File: src/design/assert_macros.svh
// Assertion macros shared by the effective address unit RTL.
`ifndef ASSERT_MACROS_SVH
`define ASSERT_MACROS_SVH

`ifndef SYNTHESIS

// Check a bare property on every clock edge outside reset.
`define ASSERT_PROP(label, clk, rst_n, prop, msg) \
    label: assert property (@(posedge clk) disable iff (!(rst_n)) (prop)) else $error(msg);

// Check that a condition implies another in the same cycle.
`define ASSERT_IMPL(label, clk, rst_n, ante, cons, msg) \
    label: assert property (@(posedge clk) disable iff (!(rst_n)) (ante) |-> (cons)) \
        else $error(msg);

// Check that a condition implies another in the next cycle.
`define ASSERT_NEXT(label, clk, rst_n, ante, cons, msg) \
    label: assert property (@(posedge clk) disable iff (!(rst_n)) (ante) |=> (cons)) \
        else $error(msg);

`else

`define ASSERT_PROP(label, clk, rst_n, prop, msg)
`define ASSERT_IMPL(label, clk, rst_n, ante, cons, msg)
`define ASSERT_NEXT(label, clk, rst_n, ante, cons, msg)

`endif

`endif

File: src/design/cea_pkg.sv
// Types and constants for the effective address unit.
`timescale 1ns / 1ps

package cea_pkg;

    localparam int ADDR_W = 24;
    localparam int WORD_W = 16;
    localparam int BYTE_W = 8;
    localparam int CMD_W  = 5;

    // Addressing mode codes
    typedef enum logic [CMD_W-1:0] {
        MODE_ABS             = 5'd0,
        MODE_ABS_LONG        = 5'd1,
        MODE_DIR             = 5'd2,
        MODE_DIR_IND_Y       = 5'd3,
        MODE_DIR_IND_LONG_Y  = 5'd4,
        MODE_DIR_X_IND       = 5'd5,
        MODE_DIR_X           = 5'd6,
        MODE_DIR_Y           = 5'd7,
        MODE_ABS_X           = 5'd8,
        MODE_ABS_Y           = 5'd9,
        MODE_ABS_LONG_X      = 5'd10,
        MODE_REL             = 5'd11,
        MODE_REL_LONG        = 5'd12,
        MODE_ABS_IND         = 5'd13,
        MODE_DIR_IND         = 5'd14,
        MODE_DIR_IND_LONG    = 5'd15,
        MODE_ABS_X_IND       = 5'd16,
        MODE_STACK_REL       = 5'd17,
        MODE_STACK_REL_IND_Y = 5'd18
    } t_mode;

    // One address request
    typedef struct packed {
        logic [CMD_W-1:0]  cmd;
        logic [ADDR_W-1:0] operand_bytes;
        logic [WORD_W-1:0] direct_page;
        logic [BYTE_W-1:0] data_bank;
        logic [BYTE_W-1:0] program_bank;
        logic [WORD_W-1:0] program_counter;
        logic [WORD_W-1:0] stack_pointer;
        logic [WORD_W-1:0] x_index;
        logic [WORD_W-1:0] y_index;
        logic              index_is_8bit;
        logic [ADDR_W-1:0] pointer_value;
    } t_ea_req;

    // One address result
    typedef struct packed {
        logic [ADDR_W-1:0] pointer_address;
        logic              uses_pointer;
        logic              pointer_is_long;
        logic [ADDR_W-1:0] effective_address;
    } t_ea_rsp;

endpackage

File: src/design/cea_in_reg.sv
// Input register stage holding one address request beat.
`timescale 1ns / 1ps

module cea_in_reg
    import cea_pkg::*;
(
    input  logic    i_clk,
    input  logic    i_rst_n,
    input  logic    i_valid,
    output logic    o_ready,
    input  t_ea_req i_req,
    output logic    o_valid,
    input  logic    i_ready,
    output t_ea_req o_req
);

    logic    r_valid;
    logic    n_valid;
    t_ea_req r_req;

    // Take a new beat whenever the stage is empty or drains this cycle
    assign o_ready = !r_valid || i_ready;
    assign n_valid = o_ready ? i_valid : r_valid;

    always_ff @(posedge i_clk) begin
        if (!i_rst_n) begin
            r_valid <= 1'b0;
        end else begin
            r_valid <= n_valid;
        end
    end

    // Load payload on accept, hold otherwise
    always_ff @(posedge i_clk) begin
        if (i_valid && o_ready) begin
            r_req <= i_req;
        end
    end

    assign o_valid = r_valid;
    assign o_req   = r_req;

endmodule

File: src/design/cea_addr_calc.sv
// Address arithmetic for all addressing modes.
`timescale 1ns / 1ps

module cea_addr_calc
    import cea_pkg::*;
(
    input  t_ea_req i_req,
    output t_ea_rsp o_rsp
);

    logic [BYTE_W-1:0] op8;
    logic [WORD_W-1:0] op16;
    logic [WORD_W-1:0] xi;
    logic [WORD_W-1:0] yi;
    logic [WORD_W-1:0] pword;
    logic [WORD_W-1:0] direct;
    logic [WORD_W-1:0] direct_x;
    logic [WORD_W-1:0] direct_y;
    logic [WORD_W-1:0] stack_rel;
    logic [WORD_W-1:0] rel_off;
    logic [ADDR_W-1:0] xi_ext;
    logic [ADDR_W-1:0] yi_ext;
    logic [ADDR_W-1:0] abs_db;
    logic [ADDR_W-1:0] ptr_db;

    // Split operand and narrow the index registers
    assign op8    = i_req.operand_bytes[BYTE_W-1:0];
    assign op16   = i_req.operand_bytes[WORD_W-1:0];
    assign pword  = i_req.pointer_value[WORD_W-1:0];
    assign xi     = i_req.index_is_8bit ? {{BYTE_W{1'b0}}, i_req.x_index[BYTE_W-1:0]}
                                        : i_req.x_index;
    assign yi     = i_req.index_is_8bit ? {{BYTE_W{1'b0}}, i_req.y_index[BYTE_W-1:0]}
                                        : i_req.y_index;
    assign xi_ext = {{BYTE_W{1'b0}}, xi};
    assign yi_ext = {{BYTE_W{1'b0}}, yi};

    // Bank-0 sums wrap at 16 bits
    assign direct    = i_req.direct_page + {{BYTE_W{1'b0}}, op8};
    assign direct_x  = direct + xi;
    assign direct_y  = direct + yi;
    assign stack_rel = i_req.stack_pointer + {{BYTE_W{1'b0}}, op8};
    assign rel_off   = {{BYTE_W{op8[BYTE_W-1]}}, op8};

    assign abs_db = {i_req.data_bank, op16};
    assign ptr_db = {i_req.data_bank, pword};

    // Select per mode; unused codes give an all-zero result
    always_comb begin
        o_rsp = '0;
        unique case (t_mode'(i_req.cmd))
            MODE_ABS: begin
                o_rsp.effective_address = abs_db;
            end
            MODE_ABS_LONG: begin
                o_rsp.effective_address = i_req.operand_bytes;
            end
            MODE_DIR: begin
                o_rsp.effective_address = {{BYTE_W{1'b0}}, direct};
            end
            MODE_DIR_IND_Y: begin
                o_rsp.pointer_address   = {{BYTE_W{1'b0}}, direct};
                o_rsp.uses_pointer      = 1'b1;
                o_rsp.effective_address = ptr_db + yi_ext;
            end
            MODE_DIR_IND_LONG_Y: begin
                o_rsp.pointer_address   = {{BYTE_W{1'b0}}, direct};
                o_rsp.uses_pointer      = 1'b1;
                o_rsp.pointer_is_long   = 1'b1;
                o_rsp.effective_address = i_req.pointer_value + yi_ext;
            end
            MODE_DIR_X_IND: begin
                o_rsp.pointer_address   = {{BYTE_W{1'b0}}, direct_x};
                o_rsp.uses_pointer      = 1'b1;
                o_rsp.effective_address = ptr_db;
            end
            MODE_DIR_X: begin
                o_rsp.effective_address = {{BYTE_W{1'b0}}, direct_x};
            end
            MODE_DIR_Y: begin
                o_rsp.effective_address = {{BYTE_W{1'b0}}, direct_y};
            end
            MODE_ABS_X: begin
                o_rsp.effective_address = abs_db + xi_ext;
            end
            MODE_ABS_Y: begin
                o_rsp.effective_address = abs_db + yi_ext;
            end
            MODE_ABS_LONG_X: begin
                o_rsp.effective_address = i_req.operand_bytes + xi_ext;
            end
            MODE_REL: begin
                o_rsp.effective_address =
                    {{BYTE_W{1'b0}}, WORD_W'(i_req.program_counter + rel_off)};
            end
            MODE_REL_LONG: begin
                o_rsp.effective_address =
                    {{BYTE_W{1'b0}}, WORD_W'(i_req.program_counter + op16)};
            end
            MODE_ABS_IND: begin
                o_rsp.pointer_address   = {{BYTE_W{1'b0}}, op16};
                o_rsp.uses_pointer      = 1'b1;
                o_rsp.effective_address = {i_req.program_bank, pword};
            end
            MODE_DIR_IND: begin
                o_rsp.pointer_address   = {{BYTE_W{1'b0}}, direct};
                o_rsp.uses_pointer      = 1'b1;
                o_rsp.effective_address = ptr_db;
            end
            MODE_DIR_IND_LONG: begin
                o_rsp.pointer_address   = {{BYTE_W{1'b0}}, direct};
                o_rsp.uses_pointer      = 1'b1;
                o_rsp.pointer_is_long   = 1'b1;
                o_rsp.effective_address = i_req.pointer_value;
            end
            MODE_ABS_X_IND: begin
                o_rsp.pointer_address   = {{BYTE_W{1'b0}}, WORD_W'(op16 + xi)};
                o_rsp.uses_pointer      = 1'b1;
                o_rsp.effective_address = {{BYTE_W{1'b0}}, pword};
            end
            MODE_STACK_REL: begin
                o_rsp.effective_address = {{BYTE_W{1'b0}}, stack_rel};
            end
            MODE_STACK_REL_IND_Y: begin
                o_rsp.pointer_address   = {{BYTE_W{1'b0}}, stack_rel};
                o_rsp.uses_pointer      = 1'b1;
                o_rsp.effective_address = ptr_db + yi_ext;
            end
            default: begin
                o_rsp = '0;
            end
        endcase
    end

endmodule

File: src/design/cea_out_reg.sv
// Result register stage holding one address result beat.
`timescale 1ns / 1ps

module cea_out_reg
    import cea_pkg::*;
(
    input  logic    i_clk,
    input  logic    i_rst_n,
    input  logic    i_valid,
    output logic    o_ready,
    input  t_ea_rsp i_rsp,
    output logic    o_valid,
    input  logic    i_ready,
    output t_ea_rsp o_rsp
);

    logic    r_valid;
    logic    n_valid;
    t_ea_rsp r_rsp;

    // Refill as the consumer drains the current beat
    assign o_ready = !r_valid || i_ready;
    assign n_valid = o_ready ? i_valid : r_valid;

    always_ff @(posedge i_clk) begin
        if (!i_rst_n) begin
            r_valid <= 1'b0;
        end else begin
            r_valid <= n_valid;
        end
    end

    // Capture result on accept, hold while stalled
    always_ff @(posedge i_clk) begin
        if (i_valid && o_ready) begin
            r_rsp <= i_rsp;
        end
    end

    assign o_valid = r_valid;
    assign o_rsp   = r_rsp;

endmodule

File: src/design/cpu16_effective_address_unit.sv
// Top level of the 24-bit effective address unit.
`timescale 1ns / 1ps
`include "assert_macros.svh"

// Takes one request per cycle while o_ready is high and returns one result per
// request. An accepted request is captured in the input register, the mode adders
// and selection feed the result register, and the result is registered there
// before it appears on the outputs. Throughput is one beat per clock as long as the
// consumer keeps i_ready high; a stall on the result side backs up through the two
// registers to o_ready. The pointer is not read here: the caller supplies
// pointer_value together with the request, and the result reports where that
// pointer lives and whether it is two or three bytes.
module cpu16_effective_address_unit
    import cea_pkg::*;
(
    input  logic              i_clk,
    input  logic              i_rst_n,
    input  logic              i_valid,
    output logic              o_ready,
    input  logic [CMD_W-1:0]  i_cmd,
    input  logic [ADDR_W-1:0] i_operand_bytes,
    input  logic [WORD_W-1:0] i_direct_page,
    input  logic [BYTE_W-1:0] i_data_bank,
    input  logic [BYTE_W-1:0] i_program_bank,
    input  logic [WORD_W-1:0] i_program_counter,
    input  logic [WORD_W-1:0] i_stack_pointer,
    input  logic [WORD_W-1:0] i_x_index,
    input  logic [WORD_W-1:0] i_y_index,
    input  logic              i_index_is_8bit,
    input  logic [ADDR_W-1:0] i_pointer_value,
    output logic              o_valid,
    input  logic              i_ready,
    output logic [ADDR_W-1:0] o_pointer_address,
    output logic              o_uses_pointer,
    output logic              o_pointer_is_long,
    output logic [ADDR_W-1:0] o_effective_address
);

    t_ea_req in_req;
    t_ea_req stg_req;
    t_ea_rsp calc_rsp;
    t_ea_rsp out_rsp;
    logic    stg_valid;
    logic    stg_ready;

    // Gather the request fields
    always_comb begin
        in_req.cmd             = i_cmd;
        in_req.operand_bytes   = i_operand_bytes;
        in_req.direct_page     = i_direct_page;
        in_req.data_bank       = i_data_bank;
        in_req.program_bank    = i_program_bank;
        in_req.program_counter = i_program_counter;
        in_req.stack_pointer   = i_stack_pointer;
        in_req.x_index         = i_x_index;
        in_req.y_index         = i_y_index;
        in_req.index_is_8bit   = i_index_is_8bit;
        in_req.pointer_value   = i_pointer_value;
    end

    cea_in_reg u_in_reg (
        .i_clk   (i_clk),
        .i_rst_n (i_rst_n),
        .i_valid (i_valid),
        .o_ready (o_ready),
        .i_req   (in_req),
        .o_valid (stg_valid),
        .i_ready (stg_ready),
        .o_req   (stg_req)
    );

    cea_addr_calc u_addr_calc (
        .i_req (stg_req),
        .o_rsp (calc_rsp)
    );

    cea_out_reg u_out_reg (
        .i_clk   (i_clk),
        .i_rst_n (i_rst_n),
        .i_valid (stg_valid),
        .o_ready (stg_ready),
        .i_rsp   (calc_rsp),
        .o_valid (o_valid),
        .i_ready (i_ready),
        .o_rsp   (out_rsp)
    );

    // Drive the result fields
    assign o_pointer_address   = out_rsp.pointer_address;
    assign o_uses_pointer      = out_rsp.uses_pointer;
    assign o_pointer_is_long   = out_rsp.pointer_is_long;
    assign o_effective_address = out_rsp.effective_address;

    // A draining consumer never stalls the request side
    `ASSERT_IMPL(a_no_bubble, i_clk, i_rst_n, i_ready, o_ready, "request side stalled")
    // A staged request moves to the result register when there is room
    `ASSERT_NEXT(a_stage_advance, i_clk, i_rst_n, stg_valid && stg_ready, o_valid, "beat lost")
    // A long pointer is always a pointer
    `ASSERT_IMPL(a_long_ptr, i_clk, i_rst_n, o_valid && o_pointer_is_long,
                 o_uses_pointer, "long without pointer")
    // Modes without a pointer report no pointer address
    `ASSERT_IMPL(a_no_ptr_addr, i_clk, i_rst_n, o_valid && !o_uses_pointer,
                 o_pointer_address == '0, "stray pointer address")

endmodule

File: config.mk
export PLATFORM = sky130hd
export DESIGN_NAME = cpu16_effective_address_unit
export DESIGN_NICKNAME = d
export VERILOG_FILES = /design/src/design/cea_pkg.sv /design/src/design/cea_in_reg.sv /design/src/design/cea_addr_calc.sv /design/src/design/cea_out_reg.sv /design/src/design/cpu16_effective_address_unit.sv
export VERILOG_INCLUDE_DIRS = /design/src /design/src/design
export SDC_FILE = /design/constraint.sdc
export NUM_CORES = 1
export LEC_CHECK = 0
export ABC_CLOCK_PERIOD_IN_PS = 13450
export BUFFER_PORTS_ARGS = -buffer_cell sky130_fd_sc_hd__buf_2
export CORE_MARGIN = 2
export CORE_UTILIZATION = 25
export CTS_CLUSTER_DIAMETER = 200
export CTS_CLUSTER_SIZE = 25
export DETAILED_ROUTE_END_ITERATION = 8
export SYNTH_ARGS = -nofsm -noshare
export SYNTH_HDL_FRONTEND = slang
export SYNTH_SLANG_ARGS = --single-unit
File: constraint.sdc
create_clock -name i_clk -period 13.45 [get_ports i_clk]
set_input_delay 2.0175 -clock i_clk [delete_from_list [all_inputs] [get_ports i_clk]]
set_output_delay 2.0175 -clock i_clk [all_outputs]
set_load 0.01 [all_outputs]
==> results.tsv, run 1 <==
stage	metric	value	unit
outcome	status	finished, final reports clean	
setup_path	crit-path max cell delay	0.98	ns
clock_network	Worst-path clk slew	0.07	ns
clock_network	TritonCTS clock tree	built	
hold_path	Hold EP	u_out_reg.o_valid	
synth	top cells by area, synth	edfxtp_1 44%, ha_1 9.4%, xnor2_1 4.4%, a21oi_1 2.5%, nand2_1 2.4%	
setup_path	WP data arrival	5.06	ns
sta	fmax	204	MHz
synth	Unique masters post-synth	82	
pwr	PD cells	112	mW/mm^2
layout	ratio of cells with drive above 1 in the final layout	20.4	%
clock_network	Clock Path Buffers	2	
setup_path	cells along the critical path	nor2b_1, nand3_1, buf_4, mux2_2, ha_1, fa_1, a21oi_1, o211ai_1, o2111ai_1, a21oi_1, or3_1, o211ai_1, xnor2_1, o221ai_1	
global_route	first-pass GRT wire length	66700	um
sta	normalized max-slew margin	5.62	%
route	met3 wire len	3440	um
setup_path	r2r startpoint	u_in_reg.o_req[146]	
clock_network	TritonCTS Buffers	17	
clock_network	number of clock sinks	194	
flow_run	max_cap viols	0	
sta	Tcrit/Tclk final	36.5	%
synth	post-synthesis sequential area ratio	44.3	%
sta	max-slew violations	0	
sta	worst hold slack	0.547	ns
sta	Clock Skews	0.0196	ns
clock_network	setup repair bufs after CTS	0	
clock_network	clock latency on the worst-skew pair	0.48	ns
setup_path	Reg2Reg Depth	14	
setup_path	FF-to-FF setup slack	8.54	ns
clock_network	CTS Root Cell	clkbuf_16	
synth	top cell type's share of synthesized area	44.0	%
synth	Post-synth EDFFs	192	
setup_path	critical setup path kind	flop to flop	
route	# DRC	0	
placement	DP Area	0.0149	sq mm
route	DRT Pass-1 Iters	6	
die	Initial Util	25.4	%
clock_network	CTS H-tree lvls	4	
route	routed wl met2	20100	um
global_route	Total GRT Usage	16.8	%
global_route	GRT overflow	0	
clock_network	# hold bufs at CTS	0	
route	via count	10835	
sta	Hold Fails Final Rpt	0	
setup_path	element type at the critical path start	flop	
pwr	Pleak	6.10	nW
route	routed length on met1	20800	um
placement	Placer Congestion	0.904	
synth	synthesized instance count	1201	
global_route	largest net degree at the start of global routing	71	
global_route	initial antenna violation count	9	
setup_path	CP startpoint	u_in_reg.o_req[146]	
setup_path	worst path required time	13.60	ns
route	drt wl/cell	21.7	um
route	top sig layer	met5	
synth	mean area per synthesized cell	10.9	sq um
layout	area delta synth->final	18.5	%
placement	pre-CTS WS	8.62	ns
route	Routed WL	45500	um
hold_path	Hold Crit Class	flop to flop	
die	row count	83	
placement	Post-DP HPWL	35900	um
hold_path	Hold Crit Start	u_in_reg.o_valid	
die	core area	0.0515	sq mm
synth	leading area contributor after synthesis	edfxtp_1	
synth	count leader, synth	edfxtp_1	
pwr	Power Total	1.73	mW
sta	Slew @ Worst Pin	1.41	ns
route	DRT iter0 DRCs	1084	
synth	mapped cell area	0.0131	sq mm
clock_network	Post-CTS Resized	0	
sta	Setup WS post-layout	8.54	ns
synth	yosys warns	0	
global_route	vias in the first global route	10439	
route	antenna-violating nets left	0	
setup_path	crit path capture type	flop	
pwr	worst vdd ir	0.0000575	V
synth	top cells by count, synth	192 x edfxtp_1, 98 x ha_1, 84 x nand2_1, 66 x a21oi_1, 66 x xnor2_1	
route	vias per cell	5.17	
setup_path	Slowest cell on crit path	edfxtp_1	
sta	Period minus WS final	4.91	ns
die	die height	233	um
setup_path	worst-path maximum fanout	23	
hold_path	Hold Path Depth	1	
placement	input/output buffers	197	
synth	Primary FF master, synth	edfxtp_1	
sta	Final Setup Violations	0	
layout	final net count	1659	
sta	RSZ-0062 raised after global routing	false	
setup_path	Critical R2R Capture	u_out_reg.o_rsp[20]	
die	I/O pin count	206	
sta	TNS Setup	0	ns
synth	async set or reset register ratio after synthesis	0	%
layout	cell area after layout	0.0155	sq mm
die	Die W	233	um
die	die area	0.0542	sq mm
synth	FF+latch count, synth	194	
-- cell type report --
class                   instances  area, sq um
flip-flops and latches        194         5810
clock inverters                15          168
well taps                     680          851
inverters                      29          109
fillers                      5426        36000
multi-input cells             946         7050
repair buffers                212         1100
diodes                          4         10.0
clock buffers                  17          425
-- through the flow --
step                utilization [%]  std cells
finish                         30.1       2097
CTS                            30.1       2093
detailed placement             29.0       2061
floorplan                         -       1208
global route                   30.1       2096
global placement               29.0       2061
-- kinds of logic after synthesis --
| group | Yosys count | synth area share, % |
|---|---|---|
| multiplexers | 38 | 3.09 |
| adder cells (fa/ha/maj) | 105 | 10.4 |
| flip-flops | 194 | 44.3 |
| AND/OR/NAND/NOR | 327 | 12.6 |
| AO/OA/AOI/OAI | 367 | 20.3 |
| other | 1 | 0.0286 |
| XOR/XNOR | 101 | 6.86 |
| buffers and inverters | 68 | 2.37 |
-- how the worst max path moves through the flow --
| stage | end | slack (ns) | depth (start not counted) |
|---|---|---|---|
| 6_report | u_out_reg.o_rsp[20] | 8.54 | 14 |
| 5_1_grt | u_out_reg.o_rsp[20] | 8.22 | 14 |
| 4_1_cts | u_out_reg.o_rsp[20] | 8.59 | 14 |
| 3_5_place_dp | u_out_reg.o_rsp[20] | 8.62 | 14 |
| 3_3_place_gp | u_out_reg.o_rsp[20] | 8.67 | 14 |
| 2_1_floorplan | u_in_reg.o_req[0] | 7.24 | 3 |
-- report_power, final --
part           leakage [nW]  internal (mW)  total, mW  switching (mW)
Combinational          3.93          0.182      0.451           0.269
Sequential             1.88          0.710      0.747          0.0361
Clock                 0.292          0.279      0.536           0.257
-- registers in the layout (all words and copies together) (netlist names) --
signal / count
u_in_reg.o_valid: 1
u_out_reg.o_valid: 1
u_out_reg.o_rsp: 42
u_in_reg.o_req: 150
-- routing by layer --
| metal | track usage [%] | vias up |
|---|---|---|
| met5 | 0 | - |
| met4 | 6.19 | 10 |
| met3 | 3.65 | 59 |
| met2 | 25.4 | 426 |
| met1 | 23.3 | 5239 |
| li1 | - | 5101 |
-- critical path: cells and delay by family (launching register included) --
family	cells	cell delay, ns
DFF	1	0.98
xor gates and xnor gates	1	0.15
muxes	1	0.37
AOI/OAI and AO/OA	6	1.29
adders and majority gates	2	0.68
and+or+nand+nor	3	0.82
buffers and inverters	1	0.29
-- cell usage in the layout (no fill, tap or decap), drive strengths merged, types with 11 or more instances in the layout --
master / count
a211oi: 14
a21o: 29
a21oi: 70
a221oi: 11
a222oi: 24
a22oi: 27
a31oi: 11
and2: 12
and3: 15
buf: 212
clkbuf: 17
edfxtp: 192
ha: 98
inv: 36
mux2: 19
mux2i: 19
nand2: 84
nand2b: 11
nand3: 51
nand4: 11
nor2: 60
nor2b: 32
nor3: 20
o211ai: 17
o21a: 22
o21ai: 59
xnor2: 66
xor2: 34
(Power assumes the default switching activity.)
==> run 2: changes to the inputs <==
- ABC_CLOCK_PERIOD_IN_PS: 13450 -> 4800
- clock period: 13.45 -> 4.8 ns (I/O delays scaled with it)
==> run 2 against run 1 <==
Net effect:
- total power rose to 2.8 times the previous value
- cell count rose by 0.72%
- clock-buffer cell count did not move
- flip-flop and latch count did not move
- sequential share of layout area fell by 0.28 points
- first-iteration DRC count rose by 9.8%
- register-to-register slack got worse by 8.1 ns
- clock skew barely moved
- die area did not move
- design area rose by 0.77%
- non-clock buffer count rose by 17
- worst setup slack got worse by 8.1 ns
- critical path type unchanged
- highest routed layer unchanged
==> results.tsv, run 2 (synthesis gave the netlist of run 1 again) <==
stage	metric	value	unit
outcome	status	finished, final reports clean	
layout	# fillers	5356	
sta	fmax	228	MHz
route	DRT Pass-1 Iters	6	
global_route	vias in the first global route	10579	
hold_path	Hold Crit Class	input port to flop	
global_route	first-pass GRT wire length	67200	um
setup_path	WP data arrival	4.64	ns
clock_network	# hold bufs at CTS	0	
clock_network	clock latency on the worst-skew pair	0.50	ns
layout	ratio of cells with drive above 1 in the final layout	21.5	%
layout	commonest cells after routing, fill and taps aside	197 x buf_2, 192 x edfxtp_1, 98 x ha_1, 84 x nand2_1, 66 x a21oi_1	
die	die height	233	um
clock_network	Post-CTS Resized	0	
die	I/O pin count	206	
sta	Slew @ Worst Pin	1.22	ns
route	drt wl/cell	21.9	um
placement	input/output buffers	197	
global_route	initial antenna violation count	3	
layout	max reg flops	150	
die	Initial Util	25.4	%
route	vias per cell	5.15	
global_route	Total GRT Usage	17.1	%
global_route	largest net degree at the start of global routing	73	
flow_run	max_cap viols	0	
route	# DRC	0	
clock_network	CTS Root Cell	clkbuf_16	
placement	Placer Congestion	0.950	
die	core area	0.0515	sq mm
sta	worst hold slack	0.382	ns
pwr	Combinational Power Share	26.9	%
route	Routed WL	46300	um
route	via count	10877	
clock_network	Clock Path Buffers	2	
pwr	clock network power share	30.2	%
die	row count	83	
pwr	Int Power	3.24	mW
die	die area	0.0542	sq mm
setup_path	worst-path maximum fanout	7	
sta	Hold Fails Final Rpt	0	
sta	Final Setup Violations	0	
sta	TNS Setup	0	ns
layout	Seq. cell area	0.00581	sq mm
clock_network	TritonCTS Buffers	17	
sta	normalized max-slew margin	18.1	%
global_route	GRT overflow	0	
pwr	Psw	1.59	mW
pwr	Pleak	6.17	nW
pwr	register share of total power	42.9	%
clock_network	CTS H-tree lvls	4	
layout	final net count	1676	
sta	Tcrit/Tclk final	91.4	%
layout	cell area after layout	0.0156	sq mm
setup_path	element type at the critical path start	flop	
setup_path	FF-to-FF setup slack	0.41	ns
die	Die W	233	um
placement	DP Area	0.0150	sq mm
route	DRT iter0 DRCs	1190	
layout	commonest non-fill, non-tap cell in the layout	buf_2	
pwr	worst vdd ir	0.000246	V
sta	Period minus WS final	4.39	ns
clock_network	TritonCTS clock tree	built	
sta	RSZ-0062 raised after global routing	false	
placement	Post-DP HPWL	36900	um
layout	Final Util	30.4	%
sta	Clock Skews	0.0197	ns
pwr	Power Total	4.84	mW
pwr	switching fraction of total power	33.0	%
setup_path	critical setup path kind	flop to flop	
clock_network	number of clock sinks	194	
sta	max-slew violations	0	
pwr	PD cells	309	mW/mm^2
layout	area delta synth->final	19.4	%
setup_path	crit path capture type	flop	
setup_path	worst path required time	5.05	ns
route	antenna-violating nets left	0	
clock_network	Worst-path clk slew	0.09	ns
layout	area of the multi-input gates	0.00705	sq mm
clock_network	setup repair bufs after CTS	0	
run 2: cell types whose count changed in the layout (fill, tap and decap cells not counted), sizes merged:
cell      change
diode         -2
clkinvlp      +3
bufinv        -1
buf          +17
inv           -2
run 2: final cells by class:
type	count	area share [%]
antenna	2	0.0320
clock buffer	17	2.72
clock inverter	15	0.976
inverter	29	0.696
multi-input combinational	946	45.1
sequential	194	37.1
tap	680	5.44
timing repair buffer	229	7.92
run 2: path summary, 6_finish.rpt:
path	start	cells past startpoint	to
min	i_program_counter[11]	1	u_in_reg.o_req[84]
max	u_in_reg.o_req[122]	14	u_out_reg.o_rsp[14]
max reg2reg	u_in_reg.o_req[122]	14	u_out_reg.o_rsp[14]
min reg2reg	u_in_reg.o_valid	1	u_out_reg.o_valid
run 2: power groups by stage:
stage	clock network [mW]	registers, mW	logic (mW)
2_1_floorplan	0	2.09	0.869
5_1_grt	1.56	2.08	1.42
4_1_cts	1.52	2.07	1.28
6_report	1.46	2.07	1.30
3_3_place_gp	0	2.11	1.26
3_5_place_dp	0	2.11	1.28
run 2: routing by layer:
layer  wire length (um)  global-route usage [%]
met2              20200                    25.7
met3               3160                    3.49
met5                 13                       0
met4               1060                    5.71
met1              21900                    24.3
run 2: metrics by stage:
stage	worst slack [ns]	cells
floorplan	0.959	1208
global placement	0.524	2078
detailed placement	0.424	2078
CTS	0.410	2110
global route	0.140	2112
finish	0.411	2112
run 2: worst max-delay path, cell delays in order (launching register included):
cell,delay [ns]
edfxtp_1,0.54
ha_1,0.36
a211oi_1,0.44
o21ai_1,0.21
a41oi_2,0.35
nand2b_1,0.17
xnor2_1,0.30
ha_1,0.37
a21o_1,0.21
o211ai_1,0.17
a21oi_1,0.09
o41ai_1,0.34
mux2i_1,0.22
o2111ai_1,0.12
a211o_1,0.24
==> run 3: changes to the inputs <==
- PLACE_DENSITY: default -> 0.53
==> run 3 against run 2 <==
Net effect:
- register-to-register slack better by 0.17 ns
- critical path depth stayed put
- worst hold slack better by 0.0071 ns
- die area stayed put
- clock skew is 0.0058 ns lower
- critical endpoint is now u_out_reg.o_rsp[9]
- routed wire length is 1.2% higher
- combinational power hardly changed
==> results.tsv, run 3 (synthesis gave the netlist of run 1 again) <==
stage	metric	value	unit
outcome	status	finished, final reports clean	
route	DRT Pass-1 Iters	6	
pwr	Pleak	6.17	nW
route	drt wl/cell	22.2	um
sta	RSZ-0062 raised after global routing	false	
global_route	largest net degree at the start of global routing	151	
layout	final net count	1673	
route	antenna-violating nets left	0	
route	Routed WL	46800	um
placement	Placer Congestion	0.911	
sta	Period minus WS final	4.22	ns
pwr	PD cells	313	mW/mm^2
layout	Ant. Diodes	0	
route	DRT iter0 DRCs	995	
clock_network	Post-CTS Resized	0	
route	vias per cell	5.19	
clock_network	CTS H-tree lvls	4	
sta	Clock Skews	0.0139	ns
die	I/O pin count	206	
global_route	M3 GR Usage	3.80	%
die	Initial Util	25.4	%
layout	max reg flops	150	
global_route	initial antenna violation count	1	
clock_network	TritonCTS clock tree	built	
sta	Setup WS post-layout	0.583	ns
layout	# fillers	5328	
placement	input/output buffers	197	
global_route	Total GRT Usage	17.4	%
clock_network	clock latency on the worst-skew pair	0.51	ns
setup_path	worst path required time	5.06	ns
layout	commonest non-fill, non-tap cell in the layout	buf_2	
sta	normalized max-slew margin	13.5	%
setup_path	worst-path maximum fanout	5	
placement	pre-CTS WS	0.593	ns
die	die area	0.0542	sq mm
global_route	met1 Track Usage GR	25.3	%
sta	fmax	237	MHz
sta	Final Setup Violations	0	
route	via count	10941	
hold_path	Hold Crit Class	input port to flop	
setup_path	critical setup path kind	flop to flop	
sta	TNS Setup	0	ns
layout	ratio of cells with drive above 1 in the final layout	21.0	%
global_route	vias in the first global route	10614	
clock_network	Clock Path Buffers	2	
sta	Hold Fails Final Rpt	0	
global_route	GRT overflow	0	
layout	area delta synth->final	19.2	%
sta	max-slew violations	0	
clock_network	number of clock sinks	194	
sta	Slew @ Worst Pin	1.29	ns
layout	Seq. cell area	0.00581	sq mm
placement	DP Area	0.0150	sq mm
die	core area	0.0515	sq mm
die	row count	83	
pwr	worst vdd ir	0.000291	V
setup_path	crit path capture type	flop	
placement	Post-DP HPWL	37200	um
clock_network	setup repair bufs after CTS	0	
die	Die W	233	um
layout	area of the multi-input gates	0.00704	sq mm
layout	commonest cells after routing, fill and taps aside	197 x buf_2, 192 x edfxtp_1, 98 x ha_1, 84 x nand2_1	
sta	Tcrit/Tclk final	87.9	%
global_route	global routing usage on met2	25.1	%
layout	Final Util	30.3	%
clock_network	CTS Root Cell	clkbuf_16	
clock_network	# hold bufs at CTS	0	
global_route	Top Usage Layer GRT	met1	
die	die height	233	um
flow_run	max_cap viols	0	
clock_network	Worst-path clk slew	0.08	ns
layout	cell area after layout	0.0156	sq mm
route	# DRC	0	
clock_network	TritonCTS Buffers	17	
setup_path	element type at the critical path start	flop	
setup_path	WP data arrival	4.48	ns
global_route	first-pass GRT wire length	68300	um
-- run 3: cell type report --
class,instances,share of cell area (%)
multi-input cells,946,45.1
clock buffers,19,2.84
flip-flops and latches,194,37.2
inverters,29,0.697
well taps,680,5.45
repair buffers,226,7.79
clock inverters,13,0.954
-- run 3: path summary, 6_finish.rpt --
path / from / to / slack (ns) / depth (start not counted)
min: i_y_index[4] / u_in_reg.o_req[29] / 0.39 / 1
max reg2reg: u_in_reg.o_req[122] / u_out_reg.o_rsp[9] / 0.58 / 14
min reg2reg: u_in_reg.o_valid / u_out_reg.o_valid / 0.56 / 1
max: u_in_reg.o_req[122] / u_out_reg.o_rsp[9] / 0.58 / 14
-- run 3: where the power goes --
group	leakage, nW	switching, mW	internal, mW
Sequential	1.88	0.0819	1.99
Combinational	4.00	0.787	0.523
Clock	0.294	0.711	0.789
-- run 3: worst max-delay path, stage by stage (launching register included) --
cell and delay [ns]:
edfxtp_1 0.46, inv_1 0.15, fa_1 0.45, nor2b_1 0.20
o2111ai_1 0.17, nand2_1 0.11, xor2_1 0.30, ha_1 0.33
a211o_1 0.31, o31ai_1 0.61, o21ai_0 0.24, xor2_1 0.18
a22oi_1 0.20, nand3_1 0.09, nand3b_1 0.17
-- run 3: per-layer routing --
| layer | wire (um) | part of all wire (%) | up-vias |
|---|---|---|---|
| li1 | - | - | 5123 |
| met1 | 22500 | 48 | 5301 |
| met2 | 19800 | 42 | 457 |
| met3 | 3370 | 7.2 | 58 |
| met4 | 1150 | 2.4 | 2 |
| met5 | 7 | 0.015 | - |
-- run 3: through the flow --
stage	hold slack (ns)	cells	power, mW
after floorplan	0.477	1208	2.96
after global placement	0.505	2075	3.38
after detailed placement	0.538	2075	3.40
after CTS	0.333	2107	4.94
after global routing	0.351	2107	5.13
final	0.389	2107	4.88
